**src/rtl/core/fvl_pkg.sv**
```systemverilog
// ----------------------------------------------------------------------------
// fvl_pkg
// Shared types, constants and helpers for the float vector length block.
// ----------------------------------------------------------------------------
package fvl_pkg;

    localparam int MAX_LANES = 4;
    // register stages from input acceptance to the result register
    localparam int STAGES      = 22;
    localparam int ROOT_STAGES = 15;

    localparam logic [31:0] QNAN_BITS = 32'h7FC0_0000;
    localparam logic [31:0] INF_BITS  = 32'h7F80_0000;

    // positive double-precision value: sig has its top bit set, exp is the
    // unbiased exponent of that top bit
    typedef struct packed {
        logic               zero;
        logic signed [10:0] exp;
        logic [52:0]        sig;
    } dbl_t;

    typedef enum logic [1:0] {
        SPEC_NONE,
        SPEC_NAN,
        SPEC_INF
    } spec_t;

    // leading zero count of a 24-bit word
    function automatic logic [4:0] lzc24(input logic [23:0] v);
        logic [4:0] n;
        logic       found;
        n     = 5'd0;
        found = 1'b0;
        for (int i = 23; i >= 0; i--) begin
            if (!found) begin
                if (v[i]) begin
                    found = 1'b1;
                end else begin
                    n = n + 5'd1;
                end
            end
        end
        return n;
    endfunction

endpackage

```
**src/rtl/core/fvl_dadd.sv**
```systemverilog
// ----------------------------------------------------------------------------
// fvl_dadd
// Two-stage double adder for positive operands, round to nearest even.
// ----------------------------------------------------------------------------
module fvl_dadd import fvl_pkg::*; (
    input  logic aclk,
    input  logic en_a,
    input  logic en_b,
    input  dbl_t a,
    input  dbl_t b,
    input  logic use_b,
    output dbl_t y
);

    // alignment
    logic               a_big;
    dbl_t               big;
    dbl_t               small_op;
    logic signed [11:0] diff;
    logic [5:0]         dcap;
    logic [110:0]       ext;
    logic [55:0]        op;

    dbl_t               big_reg;
    logic [55:0]        op_reg;

    // add and round
    logic [56:0]        s;
    logic [52:0]        kept;
    logic               g;
    logic               st;
    logic signed [10:0] ex;
    logic [53:0]        r;

    always_comb begin
        a_big    = (a.exp >= b.exp);
        big      = a_big ? a : b;
        small_op = a_big ? b : a;
        diff     = $signed({big.exp[10], big.exp}) - $signed({small_op.exp[10], small_op.exp});
        dcap     = (diff > 12'sd63) ? 6'd63 : diff[5:0];
        ext      = {small_op.sig, 58'd0} >> dcap;
        if (diff > 12'sd63) begin
            op = 56'd1;
        end else begin
            op = {ext[110:56], |ext[55:0]};
        end
        if (b.zero || !use_b) begin
            big = a;
            op  = 56'd0;
        end else if (a.zero) begin
            big = b;
            op  = 56'd0;
        end
    end

    always_ff @(posedge aclk) begin
        if (en_a) begin
            big_reg <= big;
            op_reg  <= op;
        end
    end

    always_comb begin
        s = {1'b0, big_reg.sig, 3'd0} + {1'b0, op_reg};
        if (s[56]) begin
            kept = s[56:4];
            g    = s[3];
            st   = |s[2:0];
            ex   = big_reg.exp + 11'sd1;
        end else begin
            kept = s[55:3];
            g    = s[2];
            st   = |s[1:0];
            ex   = big_reg.exp;
        end
        r = {1'b0, kept} + {53'd0, g && (st || kept[0])};
    end

    always_ff @(posedge aclk) begin
        if (en_b) begin
            y.zero <= big_reg.zero;
            if (r[53]) begin
                y.sig <= r[53:1];
                y.exp <= ex + 11'sd1;
            end else begin
                y.sig <= r[52:0];
                y.exp <= ex;
            end
        end
    end

endmodule

```
**config.mk**
```make
export PLATFORM = sky130hd
export DESIGN_NAME = fvl_dadd
export DESIGN_NICKNAME = d
export VERILOG_FILES = /design/src/rtl/core/fvl_pkg.sv /design/src/rtl/core/fvl_dadd.sv
export SDC_FILE = /design/constraint.sdc
export NUM_CORES = 1
export LEC_CHECK = 0
export ABC_AREA = 1
export BUFFER_PORTS_ARGS = -buffer_cell sky130_fd_sc_hd__clkbuf_2
export CELL_PAD_IN_SITES_DETAIL_PLACEMENT = 0
export CELL_PAD_IN_SITES_GLOBAL_PLACEMENT = 1
export CORE_ASPECT_RATIO = 2
export CORE_UTILIZATION = 45
export CTS_CLUSTER_SIZE = 30
export DETAILED_ROUTE_END_ITERATION = 8
export HOLD_SLACK_MARGIN = 0.05
export PLACE_DENSITY_LB_ADDON = 0.1
export SLEW_MARGIN = 5
export SYNTH_ARGS = -nofsm -noshare
export SYNTH_HDL_FRONTEND = slang
export SYNTH_SLANG_ARGS = --single-unit
```
**constraint.sdc**
```tcl
create_clock -name aclk -period 7.2 [get_ports aclk]
set_clock_uncertainty 0.15 [all_clocks]
set_input_delay 0.36 -clock aclk [delete_from_list [all_inputs] [get_ports aclk]]
set_output_delay 0.36 -clock aclk [all_outputs]
set_load 0.01 [all_outputs]
```
# [Word level (Yosys, flattened, before mapping)]
# Index checks and enable logic that the tools add are counted.
[word_totals] ff_bits=186 input_bits=134 out_inout_bits=65 wordCells=37
[op_classes] n_addsub=5 magnitude_cmp=2 shift=1 n_mux=11 n_reduce_logical=9
[op_table] operator="$mux W65" n=3
[op_table] operator="$mux W64" n=2
[op_table] operator="$shr A111 B6 Y111" n=1
[op_table] operator="$add A56 B56 Y57" n=1
[op_table] operator="$reduce_or A56 Y1" n=1
[op_table] operator="$add A53 B1 Y54" n=1
[op_table] operator="$mux W53" n=1
[op_table] operator="$add A11 B2 Y11 const B" n=2
[op_table] operator="$gt A12 B7 Y1 const B" n=1
[op_table] operator="$sub A11 B11 Y12" n=1
[op_table] operator="$ge A11 B11 Y1" n=1
[op_table] operator="$mux W11" n=1
[op_table] operator="$mux W6" n=1
[op_table] operator="$reduce_or A3 Y1" n=2
[op_table] operator="$reduce_or A2 Y1" n=2
[op_table] operator="$mux W1" n=3
[op_table] operator="$logic_or A1 B1 Y1" n=2
[op_table] operator="$logic_and A1 B1 Y1" n=1
[op_table] operator="$logic_not A1 Y1" n=1

# [Logic depth before layout (Yosys ltp)]
# Gate-level depths: netlist of the first run.
[logic_depth] depth_word=8 depth_mapped=45 mapped_depth_nobuf=44

# [Worst setup path after synthesis of the first run]
# OpenSTA, ideal clock, no wires.
[synth_timing] path_kind="input port to flip-flop" from="input b[63] in the netlist's numbering" to="register op_reg[0] (data pin)" setup_ns=0.249 t_arrival_ns=3.883 t_required_ns=6.801 path_slack_ns=2.918 stages=41 cell_sequence="inv_1 ha_1 nand2_1 nor2_1 nand2_1 nor2_1 nor2_1 nand3_2 nand2_2 buf_6 o21ai_2 nand2_1 ha_1 inv_1 nand2_2 nand2_1 nand3_1 nand2_1 [5 not listed] nand2_8 nand2_8 inv_8 buf_8 buf_12 nand3_4 nand3_2 nand2_1 nand2_1 nand2_1 o21ai_2 nand2_1 nor2_1 nand2_1 a21oi_1 nand3_1 nand2_1 inv_1"
[synth_via] elab_chain_cells=8 elab_cells_between_ends=9
[synth_lines] element="from (decl)" line_no="fvl_dadd.sv:10" text="input dbl_t b,"
[synth_lines] element="$ge A11 B11 Y1" line_no="fvl_dadd.sv:36" text="a_big = (a.exp >= b.exp);"
[synth_lines] element="$mux W65 / $mux W64 (equally long branches)" line_no="fvl_dadd.sv:37, fvl_dadd.sv:38"
[synth_lines] element="$sub A11 B11 Y12" line_no="fvl_dadd.sv:39" text="diff = $signed({big.exp[10], big.exp}) - $signed({small_op.exp[10], small_op.exp});"
[synth_lines] element="$gt A12 B7 Y1" line_no="fvl_dadd.sv:40, fvl_dadd.sv:42"
[synth_lines] element="$mux W6" line_no="fvl_dadd.sv:40" text="dcap = (diff > 12'sd63) ? 6'd63 : diff[5:0];"
[synth_lines] element="$shr A111 B6 Y111" line_no="fvl_dadd.sv:41" text="ext = {small_op.sig, 58'd0} >> dcap;"
[synth_lines] element="$reduce_or A56 Y1" line_no="fvl_dadd.sv:45" text="op = {ext[110:56], |ext[55:0]};"
[synth_lines] element="$mux W1 *" line_no="fvl_dadd.sv:42" text="if (diff > 12'sd63) begin"
[synth_lines] element="to (signal assigned)" line_no="fvl_dadd.sv:59" text="op_reg <= op;"
[synth_lines] element="to (decl)" line_no="fvl_dadd.sv:25" text="logic [55:0] op_reg;"
# Mark *: on every way between the ends. The rest lies on a longest branch, timed or not.
# A chain may end at the register's enable or synchronous reset.

# [Worst setup path after layout of the first run]
[layout_timing] from="register big_reg[24] in the netlist's numbering" to="register y[35] in the netlist's numbering (data pin)"
[layout_via] elab_chain_cells=6 elab_cells_between_ends=8
[layout_lines] element="from (decl)" line_no="fvl_dadd.sv:24" text="dbl_t big_reg;"
[layout_lines] element="from (signal assigned)" line_no="fvl_dadd.sv:58" text="big_reg <= big;"
[layout_lines] element="$add A56 B56 Y57 *" line_no="fvl_dadd.sv:64" text="s = {1'b0, big_reg.sig, 3'd0} + {1'b0, op_reg};"
[layout_lines] element="$mux W1 / $mux W53 (equally long branches)" line_no="fvl_dadd.sv:65" text="if (s[56]) begin"
[layout_lines] element="$logic_or A1 B1 Y1" line_no="fvl_dadd.sv:76" text="r = {1'b0, kept} + {53'd0, g && (st || kept[0])};"
[layout_lines] element="$logic_and A1 B1 Y1" line_no="fvl_dadd.sv:76"
[layout_lines] element="$add A53 B1 Y54 *" line_no="fvl_dadd.sv:76"
[layout_lines] element="$mux W64 *" line_no="fvl_dadd.sv:82" text="if (r[53]) begin"
[layout_lines] element="to (decl)" line_no="fvl_dadd.sv:12" text="output dbl_t y"
# Marks and branches as above.

==> impl_metrics.sql, run 1 <==
INSERT INTO impl_metrics (metric_group, metric, value, unit) VALUES
('clock_network', 'cts_tree', 'built', ''),
('logic_synthesis', 'synth_fp_nets', '3055', ''),
('min_path', 'hold_path_depth', '3', ''),
('logic_synthesis', 'async_reset_ff_share', '0', '%'),
('timing', 'rsz0062_at_grt', 'false', ''),
('grt', 'vias_in_the_first_global_route', '19000', ''),
('drt', 'finalWirelength', '66000', 'µm'),
('worst_setup_path', 'timing.critical_path.arrival', '6730', 'ps'),
('logic_synthesis', 'synth.yosys.seq_area_share', '30.0', '%'),
('status', 'outcome', 'complete, no violations', ''),
('drt', 'detailroute.via_count', '19100', ''),
('clock_network', 'htreeDepth', '4', ''),
('timing', 'setup_viol', '0', ''),
('timing', 'timing.setup.tns', '0', 'ps'),
('worst_setup_path', 'r2r_slack', '580', 'ps'),
('die', 'die-area', '42300', 'µm²'),
('logic_synthesis', 'synth.ff_latch_count', '186', ''),
('logic_synthesis', 'synth_cells', '2852', ''),
('die', 'placement_rows', '105', ''),
('drt', 'vias_per_cell', '5.42', ''),
('grt', 'grt_first_pass_wirelength', '102000', 'µm'),
('die', 'core_region_area', '41000', 'µm²'),
('clock_network', 'post-cts-setup-buffer-count', '0', ''),
('timing', 'max_slew_violation_count', '0', ''),
('finish', 'most-common-layout-cells', 'sky130_fd_sc_hd__nand2_1 (811), sky130_fd_sc_hd__nand3_1 (457), sky130_fd_sc_hd__inv_1 (355)', ''),
('logic_synthesis', 'dominantRegCellSynth', 'sky130_fd_sc_hd__edfxtp_1', ''),
('drt', 'detailedRoute.firstPassIterationCount', '6', ''),
('die', 'dieHeight', '290', 'µm'),
('placement', 'place_area', '19700', 'µm²'),
('die', 'die_width', '146', 'µm'),
('grt', 'grt_use_total', '31.6', '%'),
('logic_synthesis', 'area_of_the_mapped_netlist', '18600', 'µm²'),
('timing', 'slew-limit-headroom', '21.1', '%'),
('logic_synthesis', 'synth_area_per_cell', '6.54', 'µm²'),
('worst_setup_path', 'worst_r2r_path_depth', '21', ''),
('clock_network', 'cts_inserted_buffers', '17', ''),
('finish', 'post_route_standard_cell_area_excluding_fillers', '20400', 'µm²'),
('job', 'max-cap-violations', '0', ''),
('finish', 'num-nets-final', '3173', ''),
('logic_synthesis', 'synthesis.yosys.warnings', '0', ''),
('worst_setup_path', 'critPathLaunch', 'big_reg[24]', ''),
('worst_setup_path', 'capture_point_of_the_worst_reg_to_reg_path', 'y[35]', ''),
('power_and_ir_drop', 'post-layout-total-power', '6.02', 'mW'),
('finish', 'area_delta_synth_final', '9.25', '%'),
('worst_setup_path', 'worst-endpoint-required', '7310', 'ps'),
('timing', 'maxClockFrequency', '151', 'MHz'),
('timing', 'count_of_endpoints_failing_hold_in_the_final_timing_report', '0', ''),
('drt', 'detail-route-antenna-nets', '0', ''),
('clock_network', 'clock-root-buffer', 'sky130_fd_sc_hd__clkbuf_16', ''),
('grt', 'number_of_antenna_violations_at_the_first_check_in_global_routing', '4', ''),
('finish', 'multi_input_area', '10900', 'µm²'),
('finish', 'sequential_cell_area', '5590', 'µm²'),
('power_and_ir_drop', 'leakage', '9.83', 'nW'),
('timing', 'max_slew.worst_pin.slew', '1170', 'ps'),
('placement', 'place.detailed.hpwl', '55100', 'µm'),
('worst_setup_path', 'critPathKind', 'reg2reg', ''),
('clock_network', 'clkTransAtPathRegs', '80', 'ps'),
('placement', 'gp_congestion', '1.03', ''),
('logic_synthesis', 'synth_edf_count', '186', ''),
('min_path', 'holdCritPathClass', 'in2reg', ''),
('worst_setup_path', 'critical_path.max_fanout', '40', ''),
('worst_setup_path', 'startpoint_type', 'flip-flop', ''),
('worst_setup_path', 'timing.rr.start', 'big_reg[24]', ''),
('drt', 'drt_iter0_markers', '1162', ''),
('worst_setup_path', 'crit_end', 'y[35]', ''),
('clock_network', 'clock-sinks', '186', ''),
('timing', 'period_share', '91.9', '%'),
('power_and_ir_drop', 'cellPowerDensity', '296', 'nW/µm²'),
('placement', 'count_of_buffers_from_port_buffering', '198', ''),
('finish', 'final_layout_size_suffix_gt1_share', '10.9', '%'),
('die', 'starting_density_of_the_core', '45.5', '%');
==> worst max-delay path, cell delays in order (launching register included) <==
cell and delay (ps):
sky130_fd_sc_hd__edfxtp_1 370, sky130_fd_sc_hd__ha_1 390, sky130_fd_sc_hd__a21oi_1 150, sky130_fd_sc_hd__inv_1 60, sky130_fd_sc_hd__a31oi_1 210, sky130_fd_sc_hd__o21ai_0 160, sky130_fd_sc_hd__nand2_1 90, sky130_fd_sc_hd__a21oi_1 110
sky130_fd_sc_hd__a2111oi_1 870, sky130_fd_sc_hd__nand2_2 660, sky130_fd_sc_hd__inv_1 470, sky130_fd_sc_hd__buf_4 370, sky130_fd_sc_hd__nand3_1 110, sky130_fd_sc_hd__o21ai_1 210, sky130_fd_sc_hd__nand2_1 130, sky130_fd_sc_hd__nor2_2 170
sky130_fd_sc_hd__inv_2 40, sky130_fd_sc_hd__nor2_1 160, sky130_fd_sc_hd__nand2_1 240, sky130_fd_sc_hd__nor2_2 240, sky130_fd_sc_hd__nand3_2 550, sky130_fd_sc_hd__nand3_1 430
==> power by group <==
group	leakage, nW	total [mW]	switching (mW)	internal (mW)
clock	0.296	0.971	0.496	0.475
combinational	7.72	3.61	2.55	1.06
sequential	1.81	1.44	0.0506	1.39
==> stage by stage <==
stage	instances	setup slack [ps]	utilization (%)	hold slack [ps]
after floorplan	2852	2920	-	250
after global routing	3522	225	49.7	77.2
after CTS	3518	664	49.7	51.4
final	3522	585	49.7	66.8
after global placement	3482	320	48.0	259
after detailed placement	3482	706	48.0	258
==> timing repair <==
action,in CTS,in global routing
hold buffers,4,0
gates resized for setup,0,0
setup endpoints to repair,0,0
endpoints found under the hold margin,4,0
==> routing by layer <==
metal	vias to the layer above	routed length [µm]	global-route usage [%]
met2	581	35700	61.5
met4	0	4990	22.4
met3	188	1930	2.56
li1	9668	-	-
met1	8652	23300	30.7
met5	-	0	0
==> worst min path at each step <==
stage	end	from	slack, ps
global placement	y[64]	big_reg[64]	260
finish	big_reg[1]	a[1]	70
detailed placement	y[64]	big_reg[64]	260
CTS	big_reg[5]	a[5]	50
floorplan	y[64]	big_reg[64]	250
global route	big_reg[41]	a[41]	80
==> area by class of cell <==
class / instances / share of cell area, %
Clock inverter: 15 / 0.983
Sequential cell: 186 / 27.4
Antenna cell: 4 / 0.0491
Clock buffer: 17 / 2.09
Timing Repair Buffer: 217 / 5.69
Tap cell: 535 / 3.29
Multi-Input combinational cell: 2180 / 53.7
Inverter: 368 / 6.82
==> Yosys cell counts, drive strengths merged, types with 6 or more instances <==
cell / number / area share (%)
nor3: 30 / 0.83
o21a: 7 / 0.28
nand3b: 10 / 0.40
a21boi: 6 / 0.30
nor4: 9 / 0.34
xnor2: 29 / 1.4
edfxtp: 186 / 30
buf: 81 / 3.3
inv: 366 / 7.4
ha: 68 / 4.6
nand3: 469 / 13
nand2: 825 / 17
a21oi: 97 / 2.9
o21bai: 7 / 0.34
nor2: 246 / 5.0
or2: 8 / 0.27
o21ai: 248 / 6.8
a31oi: 14 / 0.47
xor2: 55 / 2.6
clkbuf: 37 / 0.81
o22ai: 7 / 0.23
nand4: 26 / 0.87
==> kinds of logic after synthesis <==
kind of cell | count (synthesis) | share of synthesized area, %
adder cells (fa/ha/maj) | 69 | 4.67
XOR/XNOR | 84 | 3.95
AND/OR/NAND/NOR | 1625 | 37.9
AO/OA/AOI/OAI | 401 | 12.0
buffers and inverters | 486 | 11.5
flip-flops | 186 | 30.0
multiplexers | 1 | 0.0537
(Power assumes the default switching activity.)
==> run 2: changes to the inputs <==
- CORE_UTILIZATION: 45 -> 47
- CTS_BUF_LIST: unset -> sky130_fd_sc_hd__clkbuf_8
==> run 2 against run 1 <==
Effect of this change: sequential cell count unchanged; highest routed layer is now met5; clock power down 26%; first-iteration DRC count up 2.5%; worst setup slack better by 330 ps; final area down 0.31%; total power down 3.0%; fmax up 5.3%; routed wire length down 0.38%; clock-buffer cell count unchanged; utilization up 2.5 points; sequential power about the same.
==> impl_metrics.sql, run 2 (synthesis gave the netlist of run 1 again) <==
INSERT INTO impl_metrics (metric_group, metric, value, unit) VALUES
('grt', 'grt_first_pass_wirelength', '101000', 'µm'),
('clock_network', 'htreeDepth', '4', ''),
('placement', 'count_of_buffers_from_port_buffering', '198', ''),
('grt', 'number_of_antenna_violations_at_the_first_check_in_global_routing', '6', ''),
('drt', 'vias_per_cell', '5.50', ''),
('drt', 'routed_wire_length_per_instance', '18.6', 'µm'),
('worst_setup_path', 'worst-endpoint-required', '7410', 'ps'),
('clock_network', 'clock-sinks', '186', ''),
('clock_network', 'clkLatencyLatePin', '500', 'ps'),
('worst_setup_path', 'capture_point_of_the_worst_reg_to_reg_path', 'y[41]', ''),
('timing', 'setup_viol', '0', ''),
('placement', 'gp_congestion', '1.01', ''),
('die', 'die_width', '143', 'µm'),
('finish', 'most-common-layout-cells', 'sky130_fd_sc_hd__nand2_1 (811), sky130_fd_sc_hd__nand3_1 (457), sky130_fd_sc_hd__inv_1 (355)', ''),
('status', 'outcome', 'complete, no violations', ''),
('finish', 'num-nets-final', '3190', ''),
('timing', 'finalCriticalPeriod', '6280', 'ps'),
('clock_network', 'clock-root-buffer', 'sky130_fd_sc_hd__clkbuf_8', ''),
('clock_network', 'cts_inserted_buffers', '17', ''),
('worst_setup_path', 'critPathKind', 'in2reg', ''),
('worst_setup_path', 'crit_end', 'op_reg[9]', ''),
('min_path', 'min-delay-start', 'a[5]', ''),
('worst_setup_path', 'timing.critical_path.arrival', '6490', 'ps'),
('clock_network', 'resized_cells_post_cts', '0', ''),
('timing', 'rsz0062_at_grt', 'false', ''),
('grt', 'pin_count_of_the_biggest_net_entering_global_routing', '81', ''),
('timing', 'max_slew.worst_pin.slew', '1050', 'ps'),
('drt', 'drt_iter0_markers', '1191', ''),
('power_and_ir_drop', 'leakage', '9.82', 'nW'),
('job', 'max-cap-violations', '0', ''),
('worst_setup_path', 'critPathLaunch', 'a[61]', ''),
('drt', 'finalWirelength', '65700', 'µm'),
('timing', 'max_slew_violation_count', '0', ''),
('grt', 'vias_in_the_first_global_route', '18800', ''),
('min_path', 'hold_path_depth', '3', ''),
('drt', 'detail-route-antenna-nets', '0', ''),
('timing', 'period_share', '87.3', '%'),
('timing', 'maxClockFrequency', '159', 'MHz'),
('drt', 'drcViolationCount', '0', ''),
('finish', 'final_layout_size_suffix_gt1_share', '11.0', '%'),
('min_path', 'holdCritPathClass', 'in2reg', ''),
('grt', 'gr-total-overflow', '0', ''),
('drt', 'detailedRoute.firstPassIterationCount', '8', ''),
('clock_network', 'clkTransAtPathRegs', '100', 'ps'),
('worst_setup_path', 'worst_setup_path_end_kind', 'flip-flop', ''),
('timing', 'hold_slack', '71.5', 'ps'),
('timing', 'slew-limit-headroom', '29.2', '%'),
('grt', 'grt_use_total', '33.1', '%'),
('timing', 'count_of_endpoints_failing_hold_in_the_final_timing_report', '0', ''),
('clock_network', 'post-cts-setup-buffer-count', '0', ''),
('die', 'core_region_area', '38900', 'µm²'),
('timing', 'timing.setup.tns', '0', 'ps'),
('worst_setup_path', 'crit_path_max_incr_delay', '640', 'ps'),
('clock_network', 'ctsHoldBuffers', '14', ''),
('drt', 'detailroute.via_count', '19400', ''),
('die', 'dieHeight', '284', 'µm'),
('die', 'placement_rows', '102', ''),
('placement', 'place.detailed.hpwl', '55200', 'µm'),
('power_and_ir_drop', 'vdd.ir_drop.worst', '0.000227', 'V'),
('worst_setup_path', 'timing.critical_path.slowest_stage_cell', 'sky130_fd_sc_hd__inv_2', ''),
('die', 'starting_density_of_the_core', '47.9', '%'),
('worst_setup_path', 'startpoint_type', 'input port', ''),
('clock_network', 'clock_path_buffers', '2', ''),
('power_and_ir_drop', 'cellPowerDensity', '287', 'nW/µm²'),
('worst_setup_path', 'r2r_slack', '1160', 'ps'),
('die', 'die-area', '40500', 'µm²'),
('worst_setup_path', 'worst_r2r_path_depth', '22', ''),
('clock_network', 'cts_tree', 'built', ''),
('worst_setup_path', 'critical_path.max_fanout', '56', ''),
('worst_setup_path', 'dominant_cell_type_by_count_on_the_critical_path', 'sky130_fd_sc_hd__nand2_1', ''),
('finish', 'layout.cells.most_common', 'sky130_fd_sc_hd__nand2_1', ''),
('worst_setup_path', 'timing.rr.start', 'big_reg[24]', ''),
('die', 'top_level_ports', '199', ''),
('finish', 'area_delta_synth_final', '8.91', '%');
[run 2: changes by cell type in the layout (fill, tap and decap cells not counted), moves of 2 or more]
cell | previous run | this run
sky130_fd_sc_hd__clkinv_8 | 7 | 3
sky130_fd_sc_hd__diode_2 | 4 | 6
sky130_fd_sc_hd__clkbuf_16 | 17 | 0
sky130_fd_sc_hd__dlygate4sd3_1 | 4 | 14
sky130_fd_sc_hd__inv_6 | 2 | 6
sky130_fd_sc_hd__inv_8 | 2 | 4
sky130_fd_sc_hd__buf_4 | 15 | 21
sky130_fd_sc_hd__clkbuf_8 | 0 | 17
sky130_fd_sc_hd__inv_12 | 2 | 0
sky130_fd_sc_hd__clkinv_4 | 2 | 0
[run 2: cell type report]
| type | instances | area, µm² |
|---|---|---|
| Multi-Input combinational cell | 2180 | 10900 |
| Tap cell | 520 | 651 |
| Timing Repair Buffer | 234 | 1320 |
| Fill cell | 4018 | 18600 |
| Antenna cell | 6 | 15.0 |
| Inverter | 368 | 1390 |
| Sequential cell | 186 | 5590 |
| Clock buffer | 17 | 234 |
| Clock inverter | 15 | 178 |
[run 2: worst max-delay path, delay by kind of cell]
family,cells,cell delay (ps)
adders and majority gates,2,650
buffers and inverters,8,2250
AOI/OAI and AO/OA,1,600
and+or+nand+nor,22,2580
[run 2: routing by layer]
layer | vias to the layer above | GRT usage [%] | routed length [µm] | part of all wire, %
li1 | 9697 | - | - | -
met1 | 8840 | 32.4 | 22700 | 35
met2 | 644 | 64.3 | 36000 | 55
met3 | 201 | 2.94 | 2330 | 3.6
met4 | 2 | 21.4 | 4600 | 7.0
met5 | - | 0 | 14 | 0.021
[run 2: worst min-delay path by stage]
stage                       end  slack, ps
finish               big_reg[5]         70
CTS                 big_reg[41]         50
global route         big_reg[7]         80
detailed placement        y[64]        260
global placement          y[64]        250
floorplan                 y[64]        250
[run 2: metrics by stage]
step                      cells  area (µm²)  power (mW)  setup WS [ps]  util [%]
after CTS                  3520       20300        5.79           1110      52.1
final                      3526       20300        5.84            916      52.2
after global placement     3474       19700        5.06           1130      50.7
after floorplan            2852       18600        4.11           2920         -
after global routing       3526       20300        6.29            521      52.2
after detailed placement   3474       19700        5.07           1120      50.7
[run 2: power breakdown]
group | leakage [nW] | internal, mW | switching (mW)
logic | 7.80 | 1.08 | 2.60
clock network | 0.206 | 0.294 | 0.427
registers | 1.81 | 1.39 | 0.0510
==> run 3: changes to the inputs <==
- clock period: 7.2 -> 7.62 ns (I/O delays scaled with it)
==> run 3 against run 2 <==
Effect of this change: via count hardly changed; sequential cell count unchanged; non-clock buffer count increased by 11; largest power group unchanged; highest routed layer is now met4.
==> impl_metrics.sql, run 3 (synthesis gave the netlist of run 1 again) <==
INSERT INTO impl_metrics (metric_group, metric, value, unit) VALUES
('drt', 'drcViolationCount', '0', ''),
('drt', 'detailedRoute.firstPassIterationCount', '7', ''),
('timing', 'rsz0062_at_grt', 'false', ''),
('power_and_ir_drop', 'leakage', '9.85', 'nW'),
('timing', 'max_slew.worst_pin.slew', '1190', 'ps'),
('worst_setup_path', 'critPathLaunch', 'a[60]', ''),
('power_and_ir_drop', 'share_seq_of_total_power', '25.0', '%'),
('die', 'starting_density_of_the_core', '47.9', '%'),
('power_and_ir_drop', 'clock_power_share', '12.4', '%'),
('finish', 'multi_input_area', '10900', 'µm²'),
('die', 'top_level_ports', '199', ''),
('timing', 'maxClockFrequency', '157', 'MHz'),
('die', 'core_region_area', '38900', 'µm²'),
('grt', 'vias_in_the_first_global_route', '18800', ''),
('clock_network', 'clkTransAtPathRegs', '100', 'ps'),
('finish', 'final_cell_count_no_fill', '3541', ''),
('drt', 'finalWirelength', '65100', 'µm'),
('die', 'dieHeight', '284', 'µm'),
('placement', 'worst_setup_slack_before_clock_tree_synthesis', '1360', 'ps'),
('timing', 'max_slew_violation_count', '0', ''),
('drt', 'detailroute.via_count', '19400', ''),
('status', 'outcome', 'complete, no violations', ''),
('worst_setup_path', 'startpoint_type', 'input port', ''),
('placement', 'dp_cells', '3474', ''),
('worst_setup_path', 'dominant_cell_type_by_count_on_the_critical_path', 'sky130_fd_sc_hd__nand2_1', ''),
('worst_setup_path', 'worst_setup_path_end_kind', 'flip-flop', ''),
('grt', 'grt_first_pass_wirelength', '99700', 'µm'),
('power_and_ir_drop', 'cellPowerDensity', '267', 'nW/µm²'),
('power_and_ir_drop', 'sw_ratio', '52.7', '%'),
('drt', 'routed_wire_length_per_instance', '18.4', 'µm'),
('power_and_ir_drop', 'comb_power_share', '62.7', '%'),
('finish', 'layout.cells.most_common', 'sky130_fd_sc_hd__nand2_1', ''),
('die', 'die-area', '40500', 'µm²'),
('timing', 'timing.setup.tns', '0', 'ps'),
('min_path', 'holdCritPathClass', 'in2reg', ''),
('placement', 'place.detailed.hpwl', '54100', 'µm'),
('clock_network', 'clkLatencyLatePin', '520', 'ps'),
('die', 'die_width', '143', 'µm'),
('job', 'max-cap-violations', '0', ''),
('worst_setup_path', 'timing.rr.start', 'op_reg[3]', ''),
('drt', 'vias_per_cell', '5.47', ''),
('worst_setup_path', 'critPathKind', 'in2reg', ''),
('power_and_ir_drop', 'power.internal', '2.58', 'mW'),
('placement', 'gp_congestion', '1.03', ''),
('clock_network', 'clock-sinks', '186', ''),
('drt', 'drt_iter0_markers', '1420', ''),
('grt', 'gr-total-overflow', '0', ''),
('grt', 'number_of_antenna_violations_at_the_first_check_in_global_routing', '10', ''),
('finish', 'fill_cells', '4013', ''),
('min_path', 'min-delay-start', 'a[42]', ''),
('clock_network', 'clock-root-buffer', 'sky130_fd_sc_hd__clkbuf_8', ''),
('worst_setup_path', 'timing.critical_path.slowest_stage_cell', 'sky130_fd_sc_hd__dlygate4sd3_1', ''),
('die', 'placement_rows', '102', ''),
('timing', 'period_share', '83.4', '%'),
('worst_setup_path', 'crit_path_max_incr_delay', '540', 'ps'),
('worst_setup_path', 'timing.critical_path.arrival', '6490', 'ps'),
('timing', 'finalCriticalPeriod', '6360', 'ps'),
('power_and_ir_drop', 'vdd.ir_drop.worst', '0.000180', 'V'),
('timing', 'hold_slack', '89.8', 'ps'),
('finish', 'final_core_util', '52.4', '%'),
('clock_network', 'post-cts-setup-buffer-count', '0', ''),
('placement', 'count_of_buffers_from_port_buffering', '198', ''),
('timing', 'count_of_endpoints_failing_hold_in_the_final_timing_report', '0', ''),
('grt', 'pin_count_of_the_biggest_net_entering_global_routing', '129', ''),
('worst_setup_path', 'worst-endpoint-required', '7760', 'ps'),
('finish', 'final_layout_size_suffix_gt1_share', '11.0', '%'),
('clock_network', 'cts_inserted_buffers', '17', ''),
('timing', 'layout_setup_ws', '1260', 'ps'),
('timing', 'slew-limit-headroom', '18.7', '%'),
('finish', 'most-common-layout-cells', 'sky130_fd_sc_hd__nand2_1 (811), sky130_fd_sc_hd__nand3_1 (457), sky130_fd_sc_hd__inv_1 (355)', ''),
('clock_network', 'cts_tree', 'built', ''),
('finish', 'area_delta_synth_final', '9.39', '%'),
('worst_setup_path', 'critical_path.max_fanout', '64', ''),
('clock_network', 'htreeDepth', '4', ''),
('finish', 'num-nets-final', '3201', ''),
('clock_network', 'clock_path_buffers', '2', ''),
('finish', 'sequential_cell_area', '5590', 'µm²'),
('power_and_ir_drop', 'p_sw', '2.87', 'mW'),
('timing', 'setup_viol', '0', ''),
('drt', 'detail-route-antenna-nets', '0', ''),
('grt', 'grt_use_total', '32.6', '%');
run 3: changes by cell type in the layout (fill, tap and decap cells not counted), sizes merged:
cell / previous run / this run
clkinvlp: 1 / 0
clkinv: 6 / 10
diode: 6 / 10
bufinv: 1 / 0
inv: 375 / 373
dlygate4sd3: 14 / 25
run 3: power by group through the flow:
stage	Clock, mW	Sequential, mW	Combinational, mW
global route	0.710	1.38	3.79
CTS	0.685	1.36	3.36
global placement	0	1.38	3.33
finish	0.673	1.36	3.41
floorplan	0	1.42	2.46
detailed placement	0	1.39	3.34
run 3: what timing repair did:
action / in CTS / in global routing
gates resized for setup: 0 / 0
hold endpoints to repair: 24 / 0
hold buffers: 25 / 0
run 3: final timing paths:
path / to / depth (start not counted) / slack (ps)
min: big_reg[42] / 3 / 90
max reg2reg: y[1] / 24 / 1470
min reg2reg: y[64] / 0 / 280
max: op_reg[0] / 41 / 1260
run 3: cell type report:
type | count | share of cell area (%)
inverters | 368 | 6.81
multi-input cells | 2180 | 53.6
repair buffers | 245 | 6.91
clock inverters | 15 | 0.840
flip-flops and latches | 186 | 27.4
clock buffers | 17 | 1.15
well taps | 520 | 3.19
diodes | 10 | 0.123
run 3: layer usage:
layer	routed length, µm	global-route usage (%)	vias to the layer above
met5	0	0	-
met3	2370	2.92	185
met2	35100	61.8	661
met1	23200	32.8	8792
met4	4490	22.0	0
li1	-	-	9728
run 3: critical path, delay by kind of cell:
family	cells	cell delay, ps
AOI/OAI and AO/OA	1	230
adders and majority gates	2	610
buffers and inverters	7	1440
and+or+nand+nor	31	3690
run 3: metrics by stage:
| stage | total power, mW | area, µm² |
|---|---|---|
| final | 5.45 | 20400 |
| after global routing | 5.88 | 20400 |
| after CTS | 5.41 | 20400 |
| after detailed placement | 4.72 | 19700 |
| after global placement | 4.71 | 19700 |
| after floorplan | 3.88 | 18600 |
